[src/ledfs_pkg.sv]
// ---------------------------------------------------------------------------
// ledfs_pkg: shared types and constants of the LED frame sender
// Opcodes, result actions, configuration layout, frame constants and the
// control-frame byte builder.
// ---------------------------------------------------------------------------
package ledfs_pkg;

   // Store and frame geometry
   localparam int LedCount    = 16;
   localparam int RowBytes    = 6;
   localparam int RowDataBits = 8 * RowBytes;
   localparam int FrameRows   = 16;
   localparam int FrameBytes  = 97;
   localparam int StepLatchLo = 98;
   localparam int StepIdle    = 100;
   localparam int StepBits    = 7;
   localparam int RowIdxBits  = 4;
   localparam int ColBits     = 3;
   localparam int LevelBits   = 16;
   localparam int CsrAddrBits = 5;
   localparam int CsrDataBits = 32;

   // Control frame content
   localparam logic [6:0] IdxDotEnd   = 7'd42;
   localparam logic [6:0] IdxMaxCur   = 7'd42;
   localparam logic [6:0] IdxBrightR  = 7'd43;
   localparam logic [6:0] IdxBrightGB = 7'd44;
   localparam logic [6:0] IdxFlagsHi  = 7'd45;
   localparam logic [6:0] IdxFlagsLo  = 7'd46;
   localparam logic [6:0] IdxMagicLo  = 7'd47;
   localparam logic [6:0] IdxMagic    = 7'd95;
   localparam logic [7:0] Magic       = 8'h96;
   localparam logic [7:0] DotByte     = 8'hFF;
   localparam logic [7:0] MarkerCtrl  = 8'hFF;
   localparam logic [7:0] MarkerGray  = 8'h00;

   typedef enum logic [1:0] {
      OP_SET_LED    = 2'd0,
      OP_START_GRAY = 2'd1,
      OP_START_CTRL = 2'd2,
      OP_POLL       = 2'd3
   } opcode_type;

   typedef enum logic [1:0] {
      ACT_SHIFT    = 2'd0,
      ACT_LATCH_HI = 2'd1,
      ACT_LATCH_LO = 2'd2
   } action_type;

   typedef enum logic [1:0] {
      KIND_MARKER   = 2'd0,
      KIND_DATA     = 2'd1,
      KIND_LATCH_HI = 2'd2,
      KIND_LATCH_LO = 2'd3
   } kind_type;

   typedef enum logic [2:0] {
      REG_MC_RED    = 3'd0,
      REG_MC_GREEN  = 3'd1,
      REG_MC_BLUE   = 3'd2,
      REG_BR_RED    = 3'd3,
      REG_BR_GREEN  = 3'd4,
      REG_BR_BLUE   = 3'd5,
      REG_FLAGS     = 3'd6
   } reg_idx_type;

   typedef struct packed {
      logic [2:0] mc_red;
      logic [2:0] mc_green;
      logic [2:0] mc_blue;
      logic [6:0] br_red;
      logic [6:0] br_green;
      logic [6:0] br_blue;
      logic [4:0] flags;
   } cfg_type;

   // One issued frame step, from the sequencer to the result stage
   typedef struct packed {
      logic                fire;
      kind_type            kind;
      logic                ctrl;
      logic [StepBits-1:0] idx;
      logic [ColBits-1:0]  col;
   } issue_type;

   // Byte idx of the control frame, built from the current registers
   function automatic logic [7:0] control_byte(input logic [6:0] idx, input cfg_type cfg);
      logic [7:0] v;
      if (idx < IdxDotEnd) begin
         v = DotByte;
      end else begin
         case (idx)
            IdxMaxCur:   v = {cfg.mc_blue[1:0], cfg.mc_green, cfg.mc_red};
            IdxBrightR:  v = {cfg.br_red, cfg.mc_blue[2]};
            IdxBrightGB: v = {cfg.br_blue[0], cfg.br_green};
            IdxFlagsHi:  v = {cfg.flags[4], cfg.flags[3], cfg.br_blue[6:1]};
            IdxFlagsLo:  v = {Magic[4:0], cfg.flags[2:0]};
            IdxMagicLo:  v = {5'd0, Magic[7:5]};
            IdxMagic:    v = Magic;
            default:     v = 8'd0;
         endcase
      end
      return v;
   endfunction

endpackage

[src/ledfs_req_if.sv]
// ---------------------------------------------------------------------------
// ledfs_req_if: request channel of the LED frame sender
// Valid/ready channel carrying one command item.
// ---------------------------------------------------------------------------
interface ledfs_req_if;
   import ledfs_pkg::*;

   logic                 valid;
   logic                 ready;
   logic [1:0]           opcode;
   logic [3:0]           led_index;
   logic [LevelBits-1:0] red_level;
   logic [LevelBits-1:0] green_level;
   logic [LevelBits-1:0] blue_level;
   logic                 transfer_done;

   modport source (
      output valid, opcode, led_index, red_level, green_level, blue_level, transfer_done,
      input  ready
   );
   modport sink (
      input  valid, opcode, led_index, red_level, green_level, blue_level, transfer_done,
      output ready
   );
endinterface

[src/ledfs_rsp_if.sv]
// ---------------------------------------------------------------------------
// ledfs_rsp_if: result channel of the LED frame sender
// Valid/ready channel carrying one frame step item.
// ---------------------------------------------------------------------------
interface ledfs_rsp_if;
   logic       valid;
   logic       ready;
   logic [1:0] action;
   logic [7:0] shift_byte;

   modport source (output valid, action, shift_byte, input ready);
   modport sink (input valid, action, shift_byte, output ready);
endinterface

[src/ledfs_csr.sv]
// ---------------------------------------------------------------------------
// ledfs_csr: configuration registers
// APB-style register file holding current and brightness codes and flags.
// ---------------------------------------------------------------------------
module ledfs_csr (
   input  logic                                   clock,
   input  logic                                   reset,
   input  logic                                   psel,
   input  logic                                   penable,
   input  logic                                   pwrite,
   input  logic [ledfs_pkg::CsrAddrBits-1:0]      paddr,
   input  logic [ledfs_pkg::CsrDataBits-1:0]      pwdata,
   output logic [ledfs_pkg::CsrDataBits-1:0]      prdata,
   output logic                                   pready,
   output ledfs_pkg::cfg_type                     cfg
);
   import ledfs_pkg::*;

   cfg_type     cfg_ff;
   cfg_type     cfg_in;
   reg_idx_type reg_idx;
   logic        wr_en;

   assign reg_idx = reg_idx_type'(paddr[4:2]);
   assign wr_en   = psel && penable && pwrite;
   assign pready  = 1'b1;
   assign cfg     = cfg_ff;

   // Decode the write
   always_comb begin
      cfg_in = cfg_ff;
      if (wr_en) begin
         unique case (reg_idx)
            REG_MC_RED:   cfg_in.mc_red   = pwdata[2:0];
            REG_MC_GREEN: cfg_in.mc_green = pwdata[2:0];
            REG_MC_BLUE:  cfg_in.mc_blue  = pwdata[2:0];
            REG_BR_RED:   cfg_in.br_red   = pwdata[6:0];
            REG_BR_GREEN: cfg_in.br_green = pwdata[6:0];
            REG_BR_BLUE:  cfg_in.br_blue  = pwdata[6:0];
            REG_FLAGS:    cfg_in.flags    = pwdata[4:0];
            default:      ;
         endcase
      end
   end

   always_ff @(posedge clock) begin
      if (reset) begin
         cfg_ff <= '{mc_red: 3'd0, mc_green: 3'd0, mc_blue: 3'd0,
                     br_red: 7'd127, br_green: 7'd127, br_blue: 7'd127,
                     flags: 5'd0};
      end else begin
         cfg_ff <= cfg_in;
      end
   end

   // Read back
   always_comb begin
      unique case (reg_idx)
         REG_MC_RED:   prdata = CsrDataBits'(cfg_ff.mc_red);
         REG_MC_GREEN: prdata = CsrDataBits'(cfg_ff.mc_green);
         REG_MC_BLUE:  prdata = CsrDataBits'(cfg_ff.mc_blue);
         REG_BR_RED:   prdata = CsrDataBits'(cfg_ff.br_red);
         REG_BR_GREEN: prdata = CsrDataBits'(cfg_ff.br_green);
         REG_BR_BLUE:  prdata = CsrDataBits'(cfg_ff.br_blue);
         REG_FLAGS:    prdata = CsrDataBits'(cfg_ff.flags);
         default:      prdata = '0;
      endcase
   end
endmodule

[src/ledfs_store.sv]
// ---------------------------------------------------------------------------
// ledfs_store: grayscale store
// One row of six bytes per LED, written whole, read one row a cycle with a
// registered read. Rows never written read as zero.
// ---------------------------------------------------------------------------
module ledfs_store #(
   parameter int LED_COUNT = ledfs_pkg::LedCount
) (
   input  logic                                 clock,
   input  logic                                 reset,
   input  logic                                 wr_en,
   input  logic [ledfs_pkg::RowIdxBits-1:0]     wr_row,
   input  logic [ledfs_pkg::RowDataBits-1:0]    wr_data,
   input  logic                                 rd_en,
   input  logic [ledfs_pkg::RowIdxBits-1:0]     rd_row,
   output logic [ledfs_pkg::RowDataBits-1:0]    rd_data
);
   import ledfs_pkg::*;

   localparam int AddrBits = (LED_COUNT > 1) ? $clog2(LED_COUNT) : 1;

   logic [RowDataBits-1:0] mem [LED_COUNT];
   logic [LED_COUNT-1:0]   valid_ff;
   logic [LED_COUNT-1:0]   valid_in;
   logic [RowDataBits-1:0] rd_data_ff;
   logic                   rd_hit_ff;
   logic                   rd_hit_in;
   logic                   wr_ok;
   logic                   rd_ok;

   assign wr_ok = wr_en && (32'(wr_row) < LED_COUNT);
   assign rd_ok = 32'(rd_row) < LED_COUNT;

   // Mark rows as written
   always_comb begin
      valid_in = valid_ff;
      if (wr_ok) begin
         valid_in[wr_row[AddrBits-1:0]] = 1'b1;
      end
   end

   assign rd_hit_in = rd_ok && valid_ff[rd_row[AddrBits-1:0]];

   always_ff @(posedge clock) begin
      if (reset) begin
         valid_ff  <= '0;
         rd_hit_ff <= 1'b0;
      end else begin
         valid_ff <= valid_in;
         if (rd_en) begin
            rd_hit_ff <= rd_hit_in;
         end
      end
   end

   // Memory array: one write and one registered read port
   always_ff @(posedge clock) begin
      if (wr_ok) begin
         mem[wr_row[AddrBits-1:0]] <= wr_data;
      end
      if (rd_en) begin
         rd_data_ff <= mem[rd_row[AddrBits-1:0]];
      end
   end

   assign rd_data = rd_hit_ff ? rd_data_ff : '0;
endmodule

[src/ledfs_seq.sv]
// ---------------------------------------------------------------------------
// ledfs_seq: frame sequencer
// Tracks the frame step and the store row and byte that go out next, and
// issues at most one frame step per accepted poll.
// ---------------------------------------------------------------------------
module ledfs_seq (
   input  logic                                 clock,
   input  logic                                 reset,
   input  logic                                 accept,
   input  logic [1:0]                           opcode,
   input  logic                                 transfer_done,
   output ledfs_pkg::issue_type                 issue,
   output logic [ledfs_pkg::RowIdxBits-1:0]     rd_row
);
   import ledfs_pkg::*;

   logic [StepBits-1:0]   step_ff, step_in;
   logic [RowIdxBits-1:0] row_ff, row_in;
   logic [ColBits-1:0]    col_ff, col_in;
   logic                  ctrl_ff, ctrl_in;
   opcode_type            op;

   assign op     = opcode_type'(opcode);
   assign rd_row = row_ff;

   // Next step and issued item
   always_comb begin
      step_in    = step_ff;
      row_in     = row_ff;
      col_in     = col_ff;
      ctrl_in    = ctrl_ff;
      issue.fire = 1'b0;
      issue.kind = KIND_MARKER;
      issue.ctrl = ctrl_ff;
      issue.idx  = StepBits'(FrameBytes - 1) - step_ff;
      issue.col  = col_ff;
      if (accept) begin
         unique case (op) inside
            OP_SET_LED: ;
            OP_START_GRAY, OP_START_CTRL: begin
               if (step_ff > StepBits'(StepLatchLo)) begin
                  step_in = '0;
                  ctrl_in = (op == OP_START_CTRL);
               end
            end
            OP_POLL: begin
               if (step_ff == '0) begin
                  issue.fire = 1'b1;
                  issue.kind = KIND_MARKER;
                  step_in    = StepBits'(1);
                  row_in     = RowIdxBits'(FrameRows - 1);
                  col_in     = ColBits'(RowBytes - 1);
               end else if (step_ff < StepBits'(FrameBytes)) begin
                  if (transfer_done) begin
                     issue.fire = 1'b1;
                     issue.kind = KIND_DATA;
                     step_in    = step_ff + StepBits'(1);
                     if (col_ff == '0) begin
                        col_in = ColBits'(RowBytes - 1);
                        row_in = row_ff - RowIdxBits'(1);
                     end else begin
                        col_in = col_ff - ColBits'(1);
                     end
                  end
               end else if (step_ff == StepBits'(FrameBytes)) begin
                  issue.fire = 1'b1;
                  issue.kind = KIND_LATCH_HI;
                  step_in    = StepBits'(StepLatchLo);
               end else if (step_ff == StepBits'(StepLatchLo)) begin
                  issue.fire = 1'b1;
                  issue.kind = KIND_LATCH_LO;
                  step_in    = StepBits'(StepLatchLo + 1);
               end
            end
            default: ;
         endcase
      end
   end

   always_ff @(posedge clock) begin
      if (reset) begin
         step_ff <= StepBits'(StepIdle);
         row_ff  <= '0;
         col_ff  <= '0;
         ctrl_ff <= 1'b0;
      end else begin
         step_ff <= step_in;
         row_ff  <= row_in;
         col_ff  <= col_in;
         ctrl_ff <= ctrl_in;
      end
   end
endmodule

[src/rgb_led_driver_frame_sender.sv]
// ---------------------------------------------------------------------------
// rgb_led_driver_frame_sender: serial frame sender for an RGB LED driver
// Grayscale store, frame sequencer and result stage with a register port.
// ---------------------------------------------------------------------------
// Takes one command item per clock cycle unless stalled. A set-led item writes
// one six-byte row of the grayscale store; a start item arms a grayscale or
// control frame when the sender is idle; each poll item yields the next frame
// step: the marker byte, the 96 data bytes (each only when transfer_done is
// set), then latch-high and latch-low. A step's result item passes through
// stage 1, which holds it during the registered store read, and then the
// output register. The request side stalls only while that output register
// is held by the sink. The store rows start out zero through per-row valid
// bits, so no clearing pass follows reset.
// ---------------------------------------------------------------------------
module rgb_led_driver_frame_sender #(
   parameter int LED_COUNT = ledfs_pkg::LedCount
) (
   input  logic                                 clock,
   input  logic                                 reset,
   ledfs_req_if.sink                            req,
   ledfs_rsp_if.source                          rsp,
   input  logic                                 psel,
   input  logic                                 penable,
   input  logic                                 pwrite,
   input  logic [ledfs_pkg::CsrAddrBits-1:0]    paddr,
   input  logic [ledfs_pkg::CsrDataBits-1:0]    pwdata,
   output logic [ledfs_pkg::CsrDataBits-1:0]    prdata,
   output logic                                 pready
);
   import ledfs_pkg::*;

   cfg_type                cfg;
   issue_type              issue;
   logic [RowIdxBits-1:0]  rd_row;
   logic [RowDataBits-1:0] row_data;
   logic                   accept;
   logic                   s1_move;

   logic                   s1_valid_ff, s1_valid_in;
   kind_type               s1_kind_ff;
   logic                   s1_ctrl_ff;
   logic [StepBits-1:0]    s1_idx_ff;
   logic [ColBits-1:0]     s1_col_ff;

   logic                   out_valid_ff, out_valid_in;
   action_type             out_action_ff, out_action_in;
   logic [7:0]             out_byte_ff, out_byte_in;
   logic [7:0]             store_byte;

   ledfs_csr u_csr (
      .clock   (clock),
      .reset   (reset),
      .psel    (psel),
      .penable (penable),
      .pwrite  (pwrite),
      .paddr   (paddr),
      .pwdata  (pwdata),
      .prdata  (prdata),
      .pready  (pready),
      .cfg     (cfg)
   );

   // Handshake: stage 1 drains into the output register
   assign s1_move   = !out_valid_ff || rsp.ready;
   assign req.ready = !s1_valid_ff || s1_move;
   assign accept    = req.valid && req.ready;

   ledfs_seq u_seq (
      .clock         (clock),
      .reset         (reset),
      .accept        (accept),
      .opcode        (req.opcode),
      .transfer_done (req.transfer_done),
      .issue         (issue),
      .rd_row        (rd_row)
   );

   ledfs_store #(
      .LED_COUNT (LED_COUNT)
   ) u_store (
      .clock   (clock),
      .reset   (reset),
      .wr_en   (accept && (opcode_type'(req.opcode) == OP_SET_LED)),
      .wr_row  (req.led_index),
      .wr_data ({req.red_level, req.green_level, req.blue_level}),
      .rd_en   (issue.fire && (issue.kind == KIND_DATA)),
      .rd_row  (rd_row),
      .rd_data (row_data)
   );

   // Stage 1: hold the issued step while the store read completes
   always_comb begin
      s1_valid_in = s1_valid_ff;
      if (issue.fire) begin
         s1_valid_in = 1'b1;
      end else if (s1_move) begin
         s1_valid_in = 1'b0;
      end
   end

   always_ff @(posedge clock) begin
      if (reset) begin
         s1_valid_ff <= 1'b0;
      end else begin
         s1_valid_ff <= s1_valid_in;
      end
   end

   always_ff @(posedge clock) begin
      if (issue.fire) begin
         s1_kind_ff <= issue.kind;
         s1_ctrl_ff <= issue.ctrl;
         s1_idx_ff  <= issue.idx;
         s1_col_ff  <= issue.col;
      end
   end

   // Pick the byte of the row
   always_comb begin
      case (s1_col_ff)
         3'd0:    store_byte = row_data[7:0];
         3'd1:    store_byte = row_data[15:8];
         3'd2:    store_byte = row_data[23:16];
         3'd3:    store_byte = row_data[31:24];
         3'd4:    store_byte = row_data[39:32];
         3'd5:    store_byte = row_data[47:40];
         default: store_byte = 8'd0;
      endcase
   end

   // Form the result item and load the output register
   always_comb begin
      out_valid_in  = out_valid_ff;
      out_action_in = out_action_ff;
      out_byte_in   = out_byte_ff;
      if (s1_valid_ff && s1_move) begin
         out_valid_in = 1'b1;
         unique case (s1_kind_ff)
            KIND_MARKER: begin
               out_action_in = ACT_SHIFT;
               out_byte_in   = s1_ctrl_ff ? MarkerCtrl : MarkerGray;
            end
            KIND_DATA: begin
               out_action_in = ACT_SHIFT;
               out_byte_in   = s1_ctrl_ff ? control_byte(s1_idx_ff, cfg) : store_byte;
            end
            KIND_LATCH_HI: begin
               out_action_in = ACT_LATCH_HI;
               out_byte_in   = 8'd0;
            end
            KIND_LATCH_LO: begin
               out_action_in = ACT_LATCH_LO;
               out_byte_in   = 8'd0;
            end
            default: begin
               out_action_in = ACT_SHIFT;
               out_byte_in   = 8'd0;
            end
         endcase
      end else if (rsp.ready) begin
         out_valid_in = 1'b0;
      end
   end

   always_ff @(posedge clock) begin
      if (reset) begin
         out_valid_ff <= 1'b0;
      end else begin
         out_valid_ff <= out_valid_in;
      end
   end

   always_ff @(posedge clock) begin
      out_action_ff <= out_action_in;
      out_byte_ff   <= out_byte_in;
   end

   assign rsp.valid      = out_valid_ff;
   assign rsp.action     = out_action_ff;
   assign rsp.shift_byte = out_byte_ff;
endmodule

[src/flat_wrapper.sv]
// flat-port wrapper written by rule: the top's interface ports become plain ports
module rgb_led_driver_frame_sender_flat import ledfs_pkg::*;
#(
   parameter int LED_COUNT = ledfs_pkg::LedCount
)
  (clock, reset, psel, penable, pwrite, paddr, pwdata, prdata, pready, req_valid, req_opcode, req_led_index, req_red_level, req_green_level, req_blue_level, req_transfer_done, req_ready, rsp_valid, rsp_action, rsp_shift_byte, rsp_ready);
  ledfs_req_if req_i ();
  ledfs_rsp_if rsp_i ();
  input  logic clock;
  input  logic reset;
  input  logic psel;
  input  logic penable;
  input  logic pwrite;
  input  logic [ledfs_pkg::CsrAddrBits-1:0] paddr;
  input  logic [ledfs_pkg::CsrDataBits-1:0] pwdata;
  output logic [ledfs_pkg::CsrDataBits-1:0] prdata;
  output logic pready;
  input wire logic [$bits(req_i.valid)-1:0] req_valid;
  input wire logic [$bits(req_i.opcode)-1:0] req_opcode;
  input wire logic [$bits(req_i.led_index)-1:0] req_led_index;
  input wire logic [$bits(req_i.red_level)-1:0] req_red_level;
  input wire logic [$bits(req_i.green_level)-1:0] req_green_level;
  input wire logic [$bits(req_i.blue_level)-1:0] req_blue_level;
  input wire logic [$bits(req_i.transfer_done)-1:0] req_transfer_done;
  output wire logic [$bits(req_i.ready)-1:0] req_ready;
  output wire logic [$bits(rsp_i.valid)-1:0] rsp_valid;
  output wire logic [$bits(rsp_i.action)-1:0] rsp_action;
  output wire logic [$bits(rsp_i.shift_byte)-1:0] rsp_shift_byte;
  input wire logic [$bits(rsp_i.ready)-1:0] rsp_ready;
  assign req_i.valid = req_valid;
  assign req_i.opcode = req_opcode;
  assign req_i.led_index = req_led_index;
  assign req_i.red_level = req_red_level;
  assign req_i.green_level = req_green_level;
  assign req_i.blue_level = req_blue_level;
  assign req_i.transfer_done = req_transfer_done;
  assign req_ready = req_i.ready;
  assign rsp_valid = rsp_i.valid;
  assign rsp_action = rsp_i.action;
  assign rsp_shift_byte = rsp_i.shift_byte;
  assign rsp_i.ready = rsp_ready;
  rgb_led_driver_frame_sender #(.LED_COUNT(LED_COUNT)) u_core (.clock(clock), .reset(reset), .req(req_i), .rsp(rsp_i), .psel(psel), .penable(penable), .pwrite(pwrite), .paddr(paddr), .pwdata(pwdata), .prdata(prdata), .pready(pready));
endmodule
[config.mk]
export PLATFORM = sky130hd
export DESIGN_NAME = rgb_led_driver_frame_sender_flat
export DESIGN_NICKNAME = d
export VERILOG_FILES = /design/src/ledfs_pkg.sv /design/src/ledfs_req_if.sv /design/src/ledfs_rsp_if.sv /design/src/ledfs_csr.sv /design/src/ledfs_store.sv /design/src/ledfs_seq.sv /design/src/rgb_led_driver_frame_sender.sv /design/src/flat_wrapper.sv
export SDC_FILE = /design/constraint.sdc
export NUM_CORES = 1
export LEC_CHECK = 0
export CORE_MARGIN = 2
export CORE_UTILIZATION = 63
export CTS_CLUSTER_SIZE = 30
export DETAILED_ROUTE_END_ITERATION = 10
export DONT_BUFFER_PORTS = 1
export PLACE_DENSITY = 0.9
export SYNTH_ARGS = -nofsm -noshare
export SYNTH_HDL_FRONTEND = slang
export SYNTH_SLANG_ARGS = --single-unit
export TNS_END_PERCENT = 1
[constraint.sdc]
create_clock -name clock -period 6.25 [get_ports clock]
set_input_delay 0.9375 -clock clock [delete_from_list [all_inputs] [get_ports clock]]
set_output_delay 0.9375 -clock clock [all_outputs]
set_load 0.005 [all_outputs]
==> After elaboration in Yosys (flattened, before gate mapping) <==
Memory sizes are Yosys's and may differ from the RTL's. A register that Yosys moved wholly into a read port is not among the register bits.
Cells that the tools add are included.
{ "op_classes": {"order_cmp": 6, "mux": 41, "bitwise": 1, "n_reduce_logical": 37, "n_addsub": 4, "n_eq_ne": 30} }
{ "ops": {"columns": ["operator", "count"], "rows": [
  ["$pmux 8 s7", 1],
  ["$pmux 7 s7", 1],
  ["$mux 48", 1],
  ["$pmux 8 s6", 1],
  ["$eq 7x6->1 const B", 6],
  ["$mux 7", 6],
  ["$mux 3", 11],
  ["$mux 8", 3],
  ["$pmux 8 s3", 1],
  ["$eq 7x7->1 const B", 3],
  ["$mux 4", 4],
  ["$or 16x16->16", 1],
  ["$eq 3x3->1 const B", 5],
  ["$pmux 7 s2", 1],
  ["$reduce_and 2->1", 7],
  ["$eq 3x2->1 const B", 4],
  ["$reduce_bool 2->1", 6],
  ["$lt 4x5->1 const B", 2],
  ["$reduce_and 5->1", 2],
  ["$logic_not 3->1", 3],
  ["$eq 2x2->1 const B", 4],
  ["$mux 1", 8],
  ["$add 7x1->7 const B", 1],
  ["$gt 7x7->1 const B", 1],
  ["22 further kinds", 36]
]} }
{ "word_totals": {"output_inout_bits": 45, "memories": 1, "in_bits": 99, "ram_bits": 768, "wordCells": 141, "register_bits": 92} }
{ "memory_table": {"columns": ["memory", "words", "width", "read_ports", "rd_clocked_by_memory_dff", "write_ports", "line_no", "text"], "rows": [
  ["u_core.u_store.mem", 16, 48, 1, 1, 1, "ledfs_store.sv:22", "logic [RowDataBits-1:0] mem [LED_COUNT];"]
]} }

==> Depth between registers and ports, before layout <==
{ "logic_depth": {"depth_word": 9, "depth_mapped": 9, "ltp_nobuf": 7} }

==> By module <==
Synthesis repeated with hierarchy kept, for this count alone.
{ "hier_totals": {"cells_unflattened": 1768, "area_unflattened_um2": 36201.0} }
{ "modules_own_cells": {"columns": ["module", "n_inst", "seq_area_each_um2", "cells_per_inst", "area_each_um2"], "rows": [
  ["ledfs_store", 1, 24843.8, 1256, 31286.3],
  ["ledfs_csr", 1, 700.7, 199, 1924.3],
  ["rgb_led_driver_frame_sender", 1, 730.7, 176, 1816.7],
  ["ledfs_seq", 1, 300.3, 137, 1173.6]
]} }

==> Least setup slack after synthesis <==
No wires, ideal clock.
{ "synth_timing": {"path_type": "input-to-reg", "start": "input port rsp_ready", "end": "memory u_core.u_store.mem[0][0] (netlist name), enable pin", "path_stages": 4, "t_arrival_ps": 4994, "n_path_buf": 0, "path_slack_ps": 741, "required_time_ps": 5735, "setup_ps": 515, "path_cell_list": "nand3b_1 -> nand3_1 -> or3_1 -> nor3_1"} }
{ "synth_between": {"elab_chain_cells": 6} }
{ "synth_lines": {"columns": ["item", "line_no", "text"], "rows": [
  ["start: declaration", "flat_wrapper.sv:29", "input wire logic [$bits(rsp_i.ready)-1:0] rsp_ready;"],
  ["$logic_or 1x1->1", "rgb_led_driver_frame_sender.sv:64", "assign s1_move = !out_valid_ff || rsp.ready;"],
  ["$logic_or 1x1->1", "rgb_led_driver_frame_sender.sv:65", "assign req.ready = !s1_valid_ff || s1_move;"],
  ["$logic_and 1x1->1", "rgb_led_driver_frame_sender.sv:66", "assign accept = req.valid && req.ready;"],
  ["$logic_and 1x1->1", "rgb_led_driver_frame_sender.sv:83", ".wr_en (accept && (opcode_type'(req.opcode) == OP_SET_LED)),"],
  ["$mux 1", "ledfs_store.sv:58", "if (wr_ok) begin"],
  ["$mux 1 (implied by the code)", "ledfs_store.sv:59", "mem[wr_row[AddrBits-1:0]] <= wr_data;"],
  ["end: declaration", "ledfs_store.sv:22", null]
]} }
Every way passes these cells.

==> Worst setup path after layout <==
{ "layout_timing": {"start": "register u_core.out_valid_ff (netlist: u_core.rsp.valid)", "end": "memory u_core.u_store.mem[7][18] (netlist name), enable pin"} }
{ "layout_between": {"elab_chain_cells": 7} }
{ "layout_lines": {"columns": ["item", "line_no", "text"], "rows": [
  ["start: declaration", "rgb_led_driver_frame_sender.sv:45", "logic out_valid_ff, out_valid_in;"],
  ["start signal: assignment", "rgb_led_driver_frame_sender.sv:169", "out_valid_ff <= out_valid_in;"],
  ["$logic_not 1->1", "rgb_led_driver_frame_sender.sv:64", null],
  ["$logic_or 1x1->1", "rgb_led_driver_frame_sender.sv:64", null],
  ["$logic_or 1x1->1", "rgb_led_driver_frame_sender.sv:65", null],
  ["via req_ready", "flat_wrapper.sv:25", "output wire logic [$bits(req_i.ready)-1:0] req_ready;"],
  ["$logic_and 1x1->1", "rgb_led_driver_frame_sender.sv:66", null],
  ["$logic_and 1x1->1", "rgb_led_driver_frame_sender.sv:83", null],
  ["$mux 1", "ledfs_store.sv:58", null],
  ["$mux 1 (implied by the code)", "ledfs_store.sv:59", null]
]} }
The timed path passes the listed nets, and every way through them passes these cells.

==> flow_summary_export.csv <==
group,metric,value,unit
logic_synthesis,synth_area,0.0355,mm²
grt,antenna_found_initial,1,
grt,track_usage,0.325,
worst_hold_path,hold_path.class,"in2reg",
sta,final_hold_viol_count,0,
logic_synthesis,synth_top_cell_by_area,"edfxtp_1",
setup_path,crit_family,"simple AND/OR/NAND/NOR gates",
final_layout,fin_cells,2557,
grt,grt_pass1_vias,18500,
logic_synthesis,ys_seq_elements,908,
clock_tree,tritoncts,"done",
power,leakage,12.0,nW
setup_path,worst-path-stages,6,
floorplanning,die_x,241,µm
sta,tns,0,ps
sta,slew_headroom,0.0797,
logic_synthesis,synth_common_cells,"edfxtp_1, mux4_2, dfxtp_1",
place,gp_congestion,0.906,
setup_path,crit_arrival,3740,ps
place,dp_slack,2330,ps
grt,grt_max_degree,125,
logic_synthesis,synth_cells,1698,
sta,fmax,0.288,GHz
final_layout,post-route-util,0.700,
grt,grt.overflow.total,0,
clock_tree,cts_resized,0,
run_status,status,"finished clean",
floorplanning,design.die.area,0.0583,mm²
final_layout,drive_gt1_frac,0.250,
drt,drc,0,
logic_synthesis,synthFlopType,"edfxtp_1",
final_layout,fill_cells,3054,
logic_synthesis,ys.warnings.count,0,
sta,finalSetupViolations,0,
logic_synthesis,ys_types,63,
place,numPortBuffers,0,
setup_path,crit_path_end,"u_core.u_store.mem[7][18]$_DFFE_PP_",
power,power,12.4,mW
drt,antenna_left,0,
clock_tree,clk-insertion-delay-late,650,ps
floorplanning,rows,87,
logic_synthesis,synth_edf_count,839,
sta,fin_crit_sh,0.556,
floorplanning,start_util,0.634,
logic_synthesis,ys_seq_area_frac,0.748,
sta,worst_slack,2780,ps
setup_path,slowest_delay,1110,ps
setup_path,crit_fanout,26,
clock_tree,cts_buffer_depth,3,
logic_synthesis,synth.top_cell.area_share,0.709,
drt,post_drt_wl_per_cell,35.8,µm
final_layout,area_growth,10.5,%
sta,skew,39.5,ps
clock_tree,clock_sinks,908,
drt,routed_via_density,7.18,
place,dp_cells,2394,
flow_run,cap_violations,0,
setup_path,reg2reg_from,"u_core.rsp.valid$_SDFFE_PP0P_",
setup_path,crit_chain,"nand3b_1 > nand3_1 > nor2_1 > nand2_1 > nor2_4 > buf_4",
logic_synthesis,async_reset_ff_frac,0,
drt,drtPass1Iterations,5,
place,dp_hpwl,45500,µm
clock_tree,ctsRootBufferMaster,"clkbuf_16",
setup_path,critical-path-slowest-cell,"nor2_4",
power,peakVddDrop,0.379,mV
setup_path,cp.required,6520,ps
logic_synthesis,syn_avg_cell_area,20.9,µm²
floorplanning,die_y,241,µm
clock_tree,path_clk_slew,60,ps
sta,worst_slew_pin_slew,1380,ps
clock_tree,cts_buffers,86,
setup_path,worstRegToRegCells,6,
clock_tree,post_cts_buffers,0,
final_layout,nNetsFinal,1835,
floorplanning,io_pins,144,
drt,vias,18400,
logic_synthesis,yosysMostFrequentCell,"edfxtp_1",
setup_path,critPathBufInv,1,
setup_path,startpoint,"u_core.rsp.valid$_SDFFE_PP0P_",
grt,grt_pass1_wl,132000,µm
final_layout,stdcell_area,0.0392,mm²
floorplanning,core,0.0561,mm²
setup_path,rrSetupSlack,2780,ps
place,place_area,0.0364,mm²
setup_path,reg2reg_to,"u_core.u_store.mem[7][18]$_DFFE_PP_",
sta,rsz0062_at_grt,"no",
drt,routed_wl,91500,µm
power,p_per_area,317,mW/mm²
sta,fin_crit,3470,ps
drt,dr.first_iter.drc_count,2761,
setup_path,cp-end-kind,"flop",
sta,final_max_slew_viol_count,0,
logic_synthesis,synthTopCellsByArea,"edfxtp_1, mux4_2, dfxtp_1, mux2i_1, nor2_1",
setup_path,critPathLaunchType,"flop",
clock_tree,hold_buffers,0,
setup_path,critPathKind,"reg2reg",
clock_tree,h-tree-depth,3,
sta,fin_hold_ws,356,ps
-- kinds of logic (layout without fill, tap and decap cells) --
group	after synthesis	after routing	share of synthesized area
xor+xnor	5	5	0.00123
fa+ha+maj	10	10	0.00352
mux	320	320	0.178
buf+inv	138	215	0.0186
flops	908	908	0.748
other cells	2	28	0.000211
simple gates	189	189	0.0253
compound gates	126	126	0.0253
-- area by class of cell --
cell class,instances,area (µm²),area share
clock buffers,105,2300,0.0585
multi-input cells,676,8500,0.217
diodes,2,5.00,0.000128
repair buffers,30,263,0.00669
well taps,756,946,0.0241
clock inverters,56,561,0.0143
inverters,24,90.1,0.00230
flip-flops and latches,908,26600,0.677
-- worst min-delay path by stage --
stage | startpoint | end | cells after the start | slack, ps
after floorplan | u_core.u_seq.ctrl_ff$_SDFFE_PP0P_ | u_core.s1_ctrl_ff$_DFFE_PP_ | 0 | 400
after global placement | u_core.u_seq.ctrl_ff$_SDFFE_PP0P_ | u_core.s1_ctrl_ff$_DFFE_PP_ | 0 | 430
after detailed placement | u_core.u_seq.ctrl_ff$_SDFFE_PP0P_ | u_core.s1_ctrl_ff$_DFFE_PP_ | 0 | 430
after CTS | reset | u_core.u_seq.ctrl_ff$_SDFFE_PP0P_ | 1 | 330
after global routing | reset | u_core.s1_valid_ff$_SDFFE_PP0P_ | 1 | 340
final | reset | u_core.rsp.valid$_SDFFE_PP0P_ | 1 | 360
-- power by group --
part           switching (mW)  internal, mW  total [mW]
Clock                    2.35          3.01        5.36
Combinational           0.184         0.153       0.337
Sequential             0.0403          6.68        6.72
Total                    2.58          9.85        12.4
-- routing by layer --
metal  share of wire  up-vias  global-route usage  wire length (µm)
met5               0        -                   0                 0
met2            0.51     1501               0.537             46400
met1            0.35     9562               0.431             31700
li1                -     7055                   -                 -
met3            0.11      242              0.0668              9690
met4           0.041        0               0.131              3730
-- sequential cells by signal, summed over array words and instances, names as in the netlist, 2 cells and up --
| signal | count |
|---|---|
| u_core.rsp.shift_byte | 8 |
| u_core.u_store.rd_data_ff | 48 |
| u_core.u_seq.rd_row | 4 |
| u_core.u_csr.cfg | 35 |
| u_core.u_seq.step_ff | 7 |
| u_core.u_seq.col_ff | 3 |
| u_core.u_store.valid_ff | 16 |
| u_core.s1_idx_ff | 7 |
| u_core.s1_kind_ff | 2 |
| u_core.s1_col_ff | 3 |
| u_core.rsp.action | 2 |
| u_core.u_store.mem | 768 |
-- cells in the final DEF (no fill, tap or decap), drive strengths merged, types with 6 or more instances in the layout --
master  netlist  routed
o21ai        20      20
nand2b        6       6
nand3         8       8
nand2        60      60
nor3         14      14
clkbuf       48     105
conb          2      26
a31oi        14      14
clkinv        0      42
bufinv        0       9
inv          24      26
mux2i        61      61
a22oi         6       6
mux2         11      11
nor2         63      63
mux4        248     248
o21a         18      18
nand4         8       8
ha           10      10
edfxtp      839     839
a21oi        19      19
buf          66      30
dfxtp        69      69
Power figures use the tool's default switching activity.
